**config.mk**
```make
export PLATFORM = sky130hd
export DESIGN_NAME = stpq_cell
export DESIGN_NICKNAME = d
export VERILOG_FILES = /design/src/stpq_pkg.sv /design/src/stpq_cell.sv
export SDC_FILE = /design/constraint.sdc
export NUM_CORES = 1
export LEC_CHECK = 0
export BUFFER_PORTS_ARGS = -buffer_cell sky130_fd_sc_hd__buf_2
export CAP_MARGIN = 10
export CORE_UTILIZATION = 41
export CTS_BUF_LIST = sky130_fd_sc_hd__clkbuf_8
export DETAILED_ROUTE_END_ITERATION = 10
export PLACE_DENSITY = 0.78
export SYNTH_ARGS = -nofsm -noshare
export SYNTH_HDL_FRONTEND = slang
export SYNTH_SLANG_ARGS = --single-unit
```
**constraint.sdc**
```tcl
create_clock -name i_clk -period 2.2 [get_ports i_clk]
set_clock_uncertainty 0.15 [all_clocks]
set_input_delay 0.11 -clock i_clk [delete_from_list [all_inputs] [get_ports i_clk]]
set_output_delay 0.11 -clock i_clk [all_outputs]
set_load 0.005 [all_outputs]
```
**src/stpq_pkg.sv**
```systemverilog
// ----------------------------------------------------------------------------
// Sorted task priority queue package
// Item types, operation and status codes, and cell control shared by the
// queue cells and the top level.
// ----------------------------------------------------------------------------
package stpq_pkg;

    localparam int DEPTH_DEF     = 32;
    localparam int TIME_BITS_DEF = 16;
    localparam int FIELD_W       = 16;
    localparam int COUNT_W       = 6;

    localparam logic [1:0] FUNC_PUSH = 2'd0;
    localparam logic [1:0] FUNC_POP  = 2'd1;
    localparam logic [1:0] FUNC_PEEK = 2'd2;
    localparam logic [1:0] FUNC_RSVD = 2'd3;

    localparam logic [1:0] STAT_OK    = 2'd0;
    localparam logic [1:0] STAT_EMPTY = 2'd1;
    localparam logic [1:0] STAT_FULL  = 2'd2;

    localparam logic MODE_RELEASE  = 1'b0;
    localparam logic MODE_DELIVERY = 1'b1;

    typedef struct packed {
        logic [1:0]         func;
        logic [FIELD_W-1:0] release_in;
        logic [FIELD_W-1:0] process_in;
        logic [FIELD_W-1:0] delivery_in;
    } t_in_item;

    typedef struct packed {
        logic [1:0]         status;
        logic [FIELD_W-1:0] release_out;
        logic [FIELD_W-1:0] process_out;
        logic [FIELD_W-1:0] delivery_out;
        logic [COUNT_W-1:0] entry_count;
        logic               is_empty;
    } t_out_item;

    typedef struct packed {
        logic push;
        logic pop;
        logic mode;
    } t_cell_ctl;

endpackage

```
**src/stpq_cell.sv**
```systemverilog
// ----------------------------------------------------------------------------
// Sorted task priority queue cell
// Holds one task and its valid bit. On a push it either keeps its task, takes
// the new task, or takes the task of its left neighbor; on a pop it takes the
// task of its right neighbor.
// ----------------------------------------------------------------------------
module stpq_cell #(
    parameter int TIME_BITS = stpq_pkg::TIME_BITS_DEF
) (
    input  logic                     i_clk,
    input  logic                     i_rst_n,
    input  stpq_pkg::t_cell_ctl      i_ctl,
    input  logic [3*TIME_BITS-1:0]   i_new_data,
    input  logic [3*TIME_BITS-1:0]   i_left_data,
    input  logic                     i_left_valid,
    input  logic [3*TIME_BITS-1:0]   i_right_data,
    input  logic                     i_right_valid,
    input  logic                     i_found,
    output logic                     o_found,
    output logic [3*TIME_BITS-1:0]   o_data,
    output logic                     o_valid
);
    import stpq_pkg::*;

    logic [3*TIME_BITS-1:0] r_data, n_data;
    logic                   r_valid, n_valid;
    logic [TIME_BITS-1:0]   w_rel_own, w_del_own, w_rel_new, w_del_new;
    logic                   w_behind, w_stop;

    assign w_rel_own = r_data[3*TIME_BITS-1:2*TIME_BITS];
    assign w_del_own = r_data[TIME_BITS-1:0];
    assign w_rel_new = i_new_data[3*TIME_BITS-1:2*TIME_BITS];
    assign w_del_new = i_new_data[TIME_BITS-1:0];

    assign w_behind = (i_ctl.mode == MODE_RELEASE) ? (w_rel_own > w_rel_new)
                                                   : (w_del_own < w_del_new);
    assign w_stop   = !r_valid || w_behind;
    assign o_found  = i_found || w_stop;

    always_comb begin
        n_data  = r_data;
        n_valid = r_valid;
        if (i_ctl.push) begin
            if (i_found) begin
                n_data  = i_left_data;
                n_valid = i_left_valid;
            end else if (w_stop) begin
                n_data  = i_new_data;
                n_valid = 1'b1;
            end
        end else if (i_ctl.pop) begin
            n_data  = i_right_data;
            n_valid = i_right_valid;
        end
    end

    always_ff @(posedge i_clk) begin
        if (!i_rst_n) begin
            r_valid <= 1'b0;
        end else begin
            r_valid <= n_valid;
        end
        r_data <= n_data;
    end

    assign o_data  = r_data;
    assign o_valid = r_valid;

endmodule

```
Word level (Yosys, flattened, before mapping)
Index checks and enable logic that the tools add are counted. W data, S select, Z words.

Bits in registers: 49. Input port bits: 152. Output and inout bits: 50. Word-level logic and storage cells: 19.

Magnitude comparators: 2. Eq/ne operators: 1. Muxes and demuxes: 9. Reductions and logical operators: 5.

Operators with widths (number): $mux W48 (4); $gt A16 B16 Y1 (1); $lt A16 B16 Y1 (1); $mux W1 (5); $ne A3 B1 Y1 const B (1); $logic_or A1 B1 Y1 (2); $reduce_and A2 Y1 (1); $reduce_bool A2 Y1 (1); $logic_not A1 Y1 (1).

Logic depth before layout (Yosys ltp)
Gate-level depths: netlist of the first run.

Word-level depth: 6. Depth in mapped cells: 8.

Worst setup path before layout of the first run
Ideal clock, no wire load.

Kind: register -> register. Start point: register r_data[11], in the netlist o_data[11]. End point: register r_data[0], in the netlist o_data[0] (enable). Library setup time: 0.367 ns. Data arrival time: 2.022 ns. Required time: 1.683 ns. Slack: -0.339 ns. Stages on the path, launching flop included: 8. Cell sequence: edfxtp_1 > ha_1 > a21oi_1 > o21ai_1 > a2111oi_2 > o41ai_1 > o2111ai_1 > mux2_4.

Longest elaborated chain between the ends: 5.

Ends and longest elaborated chain: from (decl) (line stpq_cell.sv:25) `logic [3*TIME_BITS-1:0] r_data, n_data;`; from (signal assigned) (line stpq_cell.sv:63) `r_data <= n_data;`; $lt A16 B16 Y1 (line stpq_cell.sv:36) `: (w_del_own < w_del_new);`; $mux W1 (line stpq_cell.sv:35) `assign w_behind = (i_ctl.mode == MODE_RELEASE) ? (w_rel_own > w_rel_new)`; $logic_or A1 B1 Y1 (line stpq_cell.sv:37) `assign w_stop = !r_valid || w_behind;`; $ne A3 B1 Y1 (no line); $reduce_and A2 Y1 (no line).

Every way passes these cells. A chain may end at the register's enable or synchronous reset.

Worst setup path after layout of the first run
Start point: register r_data[5], in the netlist o_data[5]. End point: register r_data[45], in the netlist o_data[45] (enable).

Same word-level chain as after synthesis.

==> impl_metrics.toml, run 1 <==
[worst_setup_path]
cp.required_ns = 2.12
crit_family = "compound AO/OA/AOI/OAI gates"
critPathLaunch = "o_data[5]$_DFFE_PP_"
crit_chain = "ha_4, nand2_2, nor3_4, a21oi_2, o41ai_2, o2111ai_2, mux2_4, buf_12, buf_16"
critical_path.max_stage_delay_ns = 0.45
cpMaxStageDelayCell = "edfxtp_1"
rr_startpoint = "o_data[5]$_DFFE_PP_"
path_buf_inv = 2
crit_path_max_fanout = 12
cp.arrival_ns = 2.44
criticalPathCategory = "reg2reg"
start_kind = "flip-flop"
worst_setup_path_end_kind = "flip-flop"

[clock_network]
cts_tree = "done"
root_buffer = "clkbuf_8"
numClockSinks = 49
max-clock-path-buffers = 2
clk_latency_ns = 0.29
cts_buffers = 5
htree_levels = 2
clkSlewWorstSetupHoldPaths_ns = 0.09

[routing]
vias_per_cell = 4.94
drt_iter0_drc = 93
num_vias = 3316
drt_first_pass_iters = 6
drc_errors = 0
routedWlPerCell_um = 14.4
drt_wl_total_um = 9680
final_antenna_net_count = 0

[power]
powerDensity_mw_per_mm2 = 496
ir_worst_vdd_mv = 0.300
clkPwrFrac_pct = 19.7
p_seq_share_pct = 46.8
combPwrFrac_pct = 33.5
swShare_pct = 28.6
leakage_nw = 2.56
power.total_mw = 2.54
switching_power_uw = 727
p_int_mw = 1.81

[status]
status = "complete, but fails checks"
violations = "negative setup slack"

[layout]
drive_gt1_share_pct = 44.8
final_cells = 671
antenna_cells = 0
seqCellArea_mm2 = 0.00146
final_nets = 751
fin_area_mm2 = 0.00512
fill_cells = 636
multiInputGateArea_mm2 = 0.00179
syn_to_final_growth_pct = 55.1
utilization_pct = 66.0

[sta]
max_slew_margin_pct = 71.7
period_share_pct = 115
fin_setup_tns_ns = -13.88
maxSlewViolCount = 0
setup-violations-final = 49
worst_slack_ns = -0.323
tightest_slew_ns = 0.425
whs_ns = 0.00582
fmax_ghz = 0.396
hold_viol_final = 0
post-route-min-period_ns = 2.52
rsz0062_at_grt = "true"

[place]
dpl_worst_slack_ns = -0.354
dp_hpwl_um = 7230
gp_congestion = 0.791
place_inst = 634
portBuffers = 201
placed_area_mm2 = 0.00455

[synth]
synth_enable_flop_cells = 48
netlist_area_mm2 = 0.00330
synthFlopType = "edfxtp_1"
synth_common_cells = "61 x a21oi_1, 52 x nor2_1, 48 x edfxtp_1, 48 x mux2i_1, 32 x inv_1"
synthesis.nets = 511
yosys_warnings = 0
synth_top_cell_by_area = "edfxtp_1"
ys_ff_latch = 49
synth_top_area_share_pct = 43.6
ys_top_cells_by_area = "edfxtp_1 44%, mux2i_1 15%, ha_1 12%, a21oi_1 9.2%, nor2_1 5.9%"
ys_types = 33
async_flop_share_pct = 0
synth_seq_area_share_pct = 44.2
avgSynthCellArea_um2 = 10.1
yosysMostFrequentCell = "a21oi_1"
syn_inst = 328

[global_routing]
grt-ovfl-total = 0
grt_pass1_wl_um = 15200
antenna_found_initial = 0
grt_util_all_layers_pct = 22.9
grt_max_degree = 70
grt_pass1_vias = 3341

[run]
cap_violations = 0

[floorplanning]
coreArea_mm2 = 0.00777
die_area_mm2 = 0.00842
die_w_um = 91.8
initial_utilization_pct = 42.5
die_y_um = 91.8
rows = 32
ios = 202

[hold_path]
worstHoldStart = "i_right_data[5]"
hp-class = "in2reg"
==> flip-flops by register name, summed over array words and instances, names as in the netlist <==
register,count
o_data,48
o_valid,1
==> final cells by class <==
class / count / share of cell area, %
tap: 102 / 2.49
clock inverter: 3 / 0.220
inverter: 32 / 2.34
multi-input combinational: 230 / 34.8
clock buffer: 5 / 1.34
sequential: 49 / 28.5
timing repair buffer: 250 / 30.2
==> cell usage in the layout, fill, tap and decap left out, types with 3 or more instances in the layout <==
cell type      netlist  routed
a21oi_1             61      58
clkbuf_8             0       5
inv_1               32      35
nand4_1              5       5
mux2i_1             48      48
nor2_1              52      52
buf_2                4     200
nand2_1              9       7
buf_4                1      16
buf_12               0       5
ha_4                 0       6
edfxtp_1            48      48
nand3_1              3       3
dlygate4sd3_1        0      25
ha_1                31      25
==> kinds of logic (layout without fill, tap and decap cells) <==
| logic type | after synthesis | after routing | synth area share (%) |
|---|---|---|---|
| adder cells (fa/ha/maj) | 31 | 31 | 11.7 |
| AND/OR/NAND/NOR | 74 | 74 | 9.62 |
| flip-flops | 49 | 49 | 44.2 |
| AO/OA/AOI/OAI | 75 | 75 | 12.8 |
| multiplexers | 50 | 50 | 15.3 |
| buffers and inverters | 49 | 290 | 6.29 |
==> power groups by stage <==
stage                     sequential, mW  clock [mW]  combinational [mW]
after global placement              1.20           0               0.689
after detailed placement            1.21           0               0.718
after CTS                           1.19       0.517               0.796
final                               1.19       0.500               0.850
after floorplan                     1.21           0               0.338
after global routing                1.20       0.548               0.945
==> worst reg2reg max path, stage by stage (launching register included) <==
cell and delay (ns):
edfxtp_1 0.45, ha_4 0.30, nand2_2 0.06, nor3_4 0.16
a21oi_2 0.08, o41ai_2 0.28, o2111ai_2 0.17, mux2_4 0.35
buf_12 0.15, buf_16 0.14
==> metal layers <==
| layer | part of all wire [%] | wire, um | vias to the layer above | global-route usage [%] |
|---|---|---|---|---|
| met5 | 0 | 0 | - | 0 |
| met4 | 1.4 | 133 | 0 | 5.99 |
| met3 | 7.1 | 685 | 15 | 5.39 |
| met2 | 53 | 5110 | 142 | 43.6 |
| met1 | 39 | 3750 | 1504 | 25.5 |
| li1 | - | - | 1655 | - |
==> timing repair <==
action,4_1_cts,5_1_grt
gates cloned,2,0
endpoints found under the setup margin,49,49
gates resized for setup,7,17
endpoints found under the hold margin,24,0
pin swaps,0,7
hold buffers,25,0
buffers inserted,2,3
==> path summary, 6_finish.rpt <==
kind	to	slack, ns	cells past startpoint
max	o_data[45]$_DFFE_PP_	-0.32	9
min	o_data[5]$_DFFE_PP_	0.006	3
max reg2reg	o_data[45]$_DFFE_PP_	-0.32	9
min reg2reg	o_data[17]$_DFFE_PP_	0.88	4
Power figures use the tool's default switching activity.
==> run 2: changes to the inputs <==
--- a/config.mk
+++ b/config.mk
@@ -7,6 +7,7 @@
 export LEC_CHECK = 0
 export BUFFER_PORTS_ARGS = -buffer_cell sky130_fd_sc_hd__buf_2
 export CAP_MARGIN = 10
+export CORE_ASPECT_RATIO = 0.5
 export CORE_UTILIZATION = 41
 export CTS_BUF_LIST = sky130_fd_sc_hd__clkbuf_8
 export DETAILED_ROUTE_END_ITERATION = 10
==> run 2 against run 1 <==
The flow finishes with violations (negative hold slack, negative setup slack). Non-clock buffer count grew 7. Highest routed layer unchanged. Total power shrank 0.27%. Count of clock-buffer cells in the layout is the same. Cell count grew 1.9%. Maximum frequency grew 0.45%. Sequential cell count is the same.
==> impl_metrics.toml, run 2 (same netlist as run 1, synthesis figures left out) <==
[global_routing]
grt_pass1_wl_um = 14200
grt-ovfl-total = 0
antenna_found_initial = 0
grt_max_degree = 50
grt_util_all_layers_pct = 21.8
grt_pass1_vias = 3112

[routing]
drt_iter0_drc = 118
routedWlPerCell_um = 13.8
vias_per_cell = 4.74
num_vias = 3240
drt_first_pass_iters = 4
final_antenna_net_count = 0
drc_errors = 0
drt_wl_total_um = 9420

[clock_network]
clkSlewWorstSetupHoldPaths_ns = 0.09
htree_levels = 2
numClockSinks = 49
clk_latency_ns = 0.30
cts_tree = "done"
cts_buffers = 5
root_buffer = "clkbuf_8"
max-clock-path-buffers = 2

[sta]
rsz0062_at_grt = "true"
max_slew_margin_pct = 68.3
maxSlewViolCount = 0
hold_viol_final = 2
fmax_ghz = 0.398
tightest_slew_ns = 0.476
period_share_pct = 114
setup-violations-final = 49
whs_ns = -0.0188
worst_slack_ns = -0.311
post-route-min-period_ns = 2.51

[layout]
syn_to_final_growth_pct = 55.8
antenna_cells = 0
largest_reg_flops = 48
final_nets = 758
layout_commonest_cell = "buf_2"
drive_gt1_share_pct = 43.9
layout_common_cells = "201 x buf_2, 56 x a21oi_1, 52 x nor2_1"
utilization_pct = 68.0

[power]
p_int_mw = 1.81
p_seq_share_pct = 46.9
switching_power_uw = 727
leakage_nw = 2.57
ir_worst_vdd_mv = 0.314
powerDensity_mw_per_mm2 = 492
swShare_pct = 28.7
combPwrFrac_pct = 32.8
clkPwrFrac_pct = 20.4

[place]
gp_congestion = 0.810
portBuffers = 201
dp_hpwl_um = 6950

[floorplanning]
die_area_mm2 = 0.00844
die_w_um = 129
initial_utilization_pct = 43.7
rows = 22
die_y_um = 65.5
coreArea_mm2 = 0.00757
ios = 202

[hold_path]
hp-class = "in2reg"

[run]
cap_violations = 0

[worst_setup_path]
criticalPathCategory = "reg2reg"
start_kind = "flip-flop"
cp.required_ns = 2.13
worst_setup_path_end_kind = "flip-flop"
cp.arrival_ns = 2.44
crit_path_max_fanout = 9

[status]
status = "complete, but fails checks"
violations = "negative hold slack, negative setup slack"
## run 2: cell count changes in the layout (fill, tap and decap cells not counted), moves of 2 or more
cell,before,now
clkinv_1,0,2
clkbuf_16,0,2
dlygate4sd3_1,25,33
inv_1,35,32
a21oi_1,58,56
a21oi_2,2,5
buf_6,2,0
buf_16,2,0
## run 2: stage by stage
stage	power, mW	instance area (um2)	cells	worst slack [ns]	setup TNS [ns]
after CTS	2.48	5000	680	-0.274	-12.51
after global routing	2.68	5150	684	-0.410	-19.38
after global placement	1.90	4560	639	-0.219	-10.05
after detailed placement	1.92	4560	639	-0.358	-16.71
after floorplan	1.55	3320	328	-0.291	-13.95
final	2.53	5150	684	-0.311	-14.48
## run 2: path summary, 6_finish.rpt
kind                                            from                    to  slack [ns]  cells past startpoint
worst min register to register  o_valid$_SDFFE_PN0P_  o_data[44]$_DFFE_PP_        0.98                      4
worst min-delay path                i_right_data[43]  o_data[43]$_DFFE_PP_       -0.02                      3
worst max register to register  o_data[38]$_DFFE_PP_  o_data[37]$_DFFE_PP_       -0.31                      8
worst max-delay path            o_data[38]$_DFFE_PP_  o_data[37]$_DFFE_PP_       -0.31                      8
## run 2: area by class of cell
cell class,count,area (um2)
clock inverters,3,12.5
repair buffers,257,1590
flip-flops and latches,49,1460
multi-input cells,230,1760
clock buffers,5,68.8
fillers,609,2420
well taps,108,135
inverters,32,120
## run 2: critical path: stages, from the launching register on
cell and delay (ns):
edfxtp_1 0.42, ha_1 0.34, a21oi_1 0.20, nand2_1 0.10, a211oi_2 0.22, buf_4 0.14, o2111ai_1 0.14, mux2_4 0.38
clkbuf_16 0.20
## run 2: layer usage
metal  track usage [%]  wire [um]  vias to the layer above
met5                 0          0                        -
met3              4.23        363                       19
met4              7.21        193                        0
li1                  -          -                     1672
met1              23.4       3790                     1470
met2              43.4       5070                       79
## run 2: power by group through the flow
| stage | sequential (mW) | combinational (mW) | clock, mW |
|---|---|---|---|
| after floorplan | 1.21 | 0.338 | 0 |
| after global placement | 1.20 | 0.701 | 0 |
| after detailed placement | 1.20 | 0.716 | 0 |
| after CTS | 1.18 | 0.774 | 0.522 |
| after global routing | 1.20 | 0.915 | 0.562 |
| final | 1.19 | 0.830 | 0.516 |
## run 2: what timing repair did
item,in CTS,in global routing
endpoints found under the setup margin,49,49
resized for setup,3,13
pin swaps,3,0
endpoints found under the hold margin,32,0
hold buffers,33,0
gates cloned,0,2
buffers inserted,0,2
==> run 3: changes to the inputs <==
--- a/config.mk
+++ b/config.mk
@@ -11,7 +11,7 @@
 export CORE_UTILIZATION = 41
 export CTS_BUF_LIST = sky130_fd_sc_hd__clkbuf_8
 export DETAILED_ROUTE_END_ITERATION = 10
-export PLACE_DENSITY = 0.78
+export PLACE_DENSITY = 0.8
 export SYNTH_ARGS = -nofsm -noshare
 export SYNTH_HDL_FRONTEND = slang
 export SYNTH_SLANG_ARGS = --single-unit
==> run 3 against run 2 <==
The flow finishes with violations (negative setup slack). Register-to-register slack gained 0.05 ns. Global-route usage grew 0.22 points. Sequential share of layout area shrank 0.60 points. Hold slack gained 0.020 ns. Combinational power grew 6.3%. Critical path depth is the same. Clock power shrank 1%. Non-clock buffer count grew 6. Highest routed layer unchanged.
==> impl_metrics.toml, run 3 (same netlist as run 1, synthesis figures left out) <==
[routing]
drt_wl_total_um = 9820
drt_iter0_drc = 164
num_vias = 3357
final_antenna_net_count = 0
routedWlPerCell_um = 14.2
drt_first_pass_iters = 4
drc_errors = 0
vias_per_cell = 4.87

[worst_setup_path]
rrSetupSlack_ns = -0.26
start_kind = "flip-flop"
worst_setup_path_end_kind = "flip-flop"
criticalPathCategory = "reg2reg"
cp.arrival_ns = 2.38
cp.required_ns = 2.12
crit_path_max_fanout = 8

[global_routing]
grt_pass1_vias = 3274
grt_max_degree = 38
antenna_found_initial = 0
grt_pass1_wl_um = 14400
grt_util_all_layers_pct = 22.1
grt-ovfl-total = 0

[layout]
fill_cells = 578
fin_area_mm2 = 0.00526
layout_common_cells = "201 x buf_2, 53 x a21oi_1, 51 x nor2_1"
antenna_cells = 0
final_nets = 764
drive_gt1_share_pct = 46.7
largest_reg_flops = 48
multiInputGateArea_mm2 = 0.00184
seqCellArea_mm2 = 0.00146
layout_commonest_cell = "buf_2"
syn_to_final_growth_pct = 59.1

[sta]
fmax_ghz = 0.406
period_share_pct = 112
setup-violations-final = 49
hold_viol_final = 0
tightest_slew_ns = 0.493
worst_slack_ns = -0.262
max_slew_margin_pct = 67.1
maxSlewViolCount = 0
post-route-min-period_ns = 2.46
rsz0062_at_grt = "true"

[clock_network]
clk_latency_ns = 0.30
htree_levels = 2
max-clock-path-buffers = 2
root_buffer = "clkbuf_8"
cts_tree = "done"
numClockSinks = 49
clkSlewWorstSetupHoldPaths_ns = 0.09
cts_buffers = 5

[place]
gp_congestion = 0.816
portBuffers = 201
placed_area_mm2 = 0.00457
dpl_worst_slack_ns = -0.243
dp_hpwl_um = 6960

[power]
power.total_mw = 2.58
leakage_nw = 2.61
powerDensity_mw_per_mm2 = 491
ir_worst_vdd_mv = 0.259

[run]
cap_violations = 0

[floorplanning]
die_area_mm2 = 0.00844
die_y_um = 65.5
die_w_um = 129
rows = 22
coreArea_mm2 = 0.00757
ios = 202
initial_utilization_pct = 43.7

[status]
status = "complete, but fails checks"
violations = "negative setup slack"

[hold_path]
hp-class = "in2reg"
[run 3: final cells by class]
| cell class | count | area share, % |
|---|---|---|
| Sequential cell | 49 | 27.8 |
| Tap cell | 108 | 2.57 |
| Timing Repair Buffer | 263 | 30.8 |
| Clock buffer | 5 | 1.31 |
| Multi-Input combinational cell | 230 | 35.0 |
| Inverter | 32 | 2.28 |
| Clock inverter | 3 | 0.238 |
[run 3: power by group]
part / switching [mW] / internal, mW / total, mW / leakage (nW)
sequential: 0.0481 / 1.14 / 1.19 / 0.484
combinational: 0.405 / 0.478 / 0.882 / 2.08
clock: 0.296 / 0.215 / 0.511 / 0.0430
total: 0.749 / 1.84 / 2.58 / 2.61
[run 3: what timing repair did]
item | in CTS | in global routing
hold endpoints to repair | 29 | 1
cloned | 0 | 2
pin swaps | 1 | 9
hold buffers | 30 | 1
buffers inserted | 2 | 6
setup endpoints to repair | 49 | 49
gates resized for setup | 2 | 27
[run 3: path summary, 6_finish.rpt]
path / startpoint / end / cells after the start
max: o_data[7]$_DFFE_PP_ / o_data[43]$_DFFE_PP_ / 8
min: i_right_data[0] / o_data[0]$_DFFE_PP_ / 3
max reg2reg: o_data[7]$_DFFE_PP_ / o_data[43]$_DFFE_PP_ / 8
min reg2reg: o_valid$_SDFFE_PN0P_ / o_data[15]$_DFFE_PP_ / 4
[run 3: worst max-delay path: stages (launching register included)]
cell and delay [ns]:
edfxtp_1 0.45, ha_4 0.31, nand2_4 0.05, nor3_4 0.18, a21oi_2 0.08, o41ai_2 0.26, o2111ai_2 0.17, mux2_4 0.37
clkbuf_16 0.19
[run 3: layer usage]
metal	vias up	share of wire, %	global-route usage (%)
li1	1693	-	-
met1	1530	40	24.1
met2	107	53	42.4
met3	27	3.7	3.75
met4	0	3.2	10.0
met5	-	0	0
[run 3: metrics by stage]
| step | utilization (%) | cells | setup TNS [ns] | hold slack [ns] |
|---|---|---|---|---|
| after floorplan | - | 328 | -13.95 | 0.107 |
| after global routing | 69.5 | 690 | -15.39 | -0.00392 |
| after global placement | 60.3 | 641 | -9.47 | 0.216 |
| after detailed placement | 60.3 | 641 | -11.54 | 0.217 |
| after CTS | 65.7 | 681 | -11.37 | 0.000316 |
| final | 69.5 | 690 | -11.77 | 0.000989 |
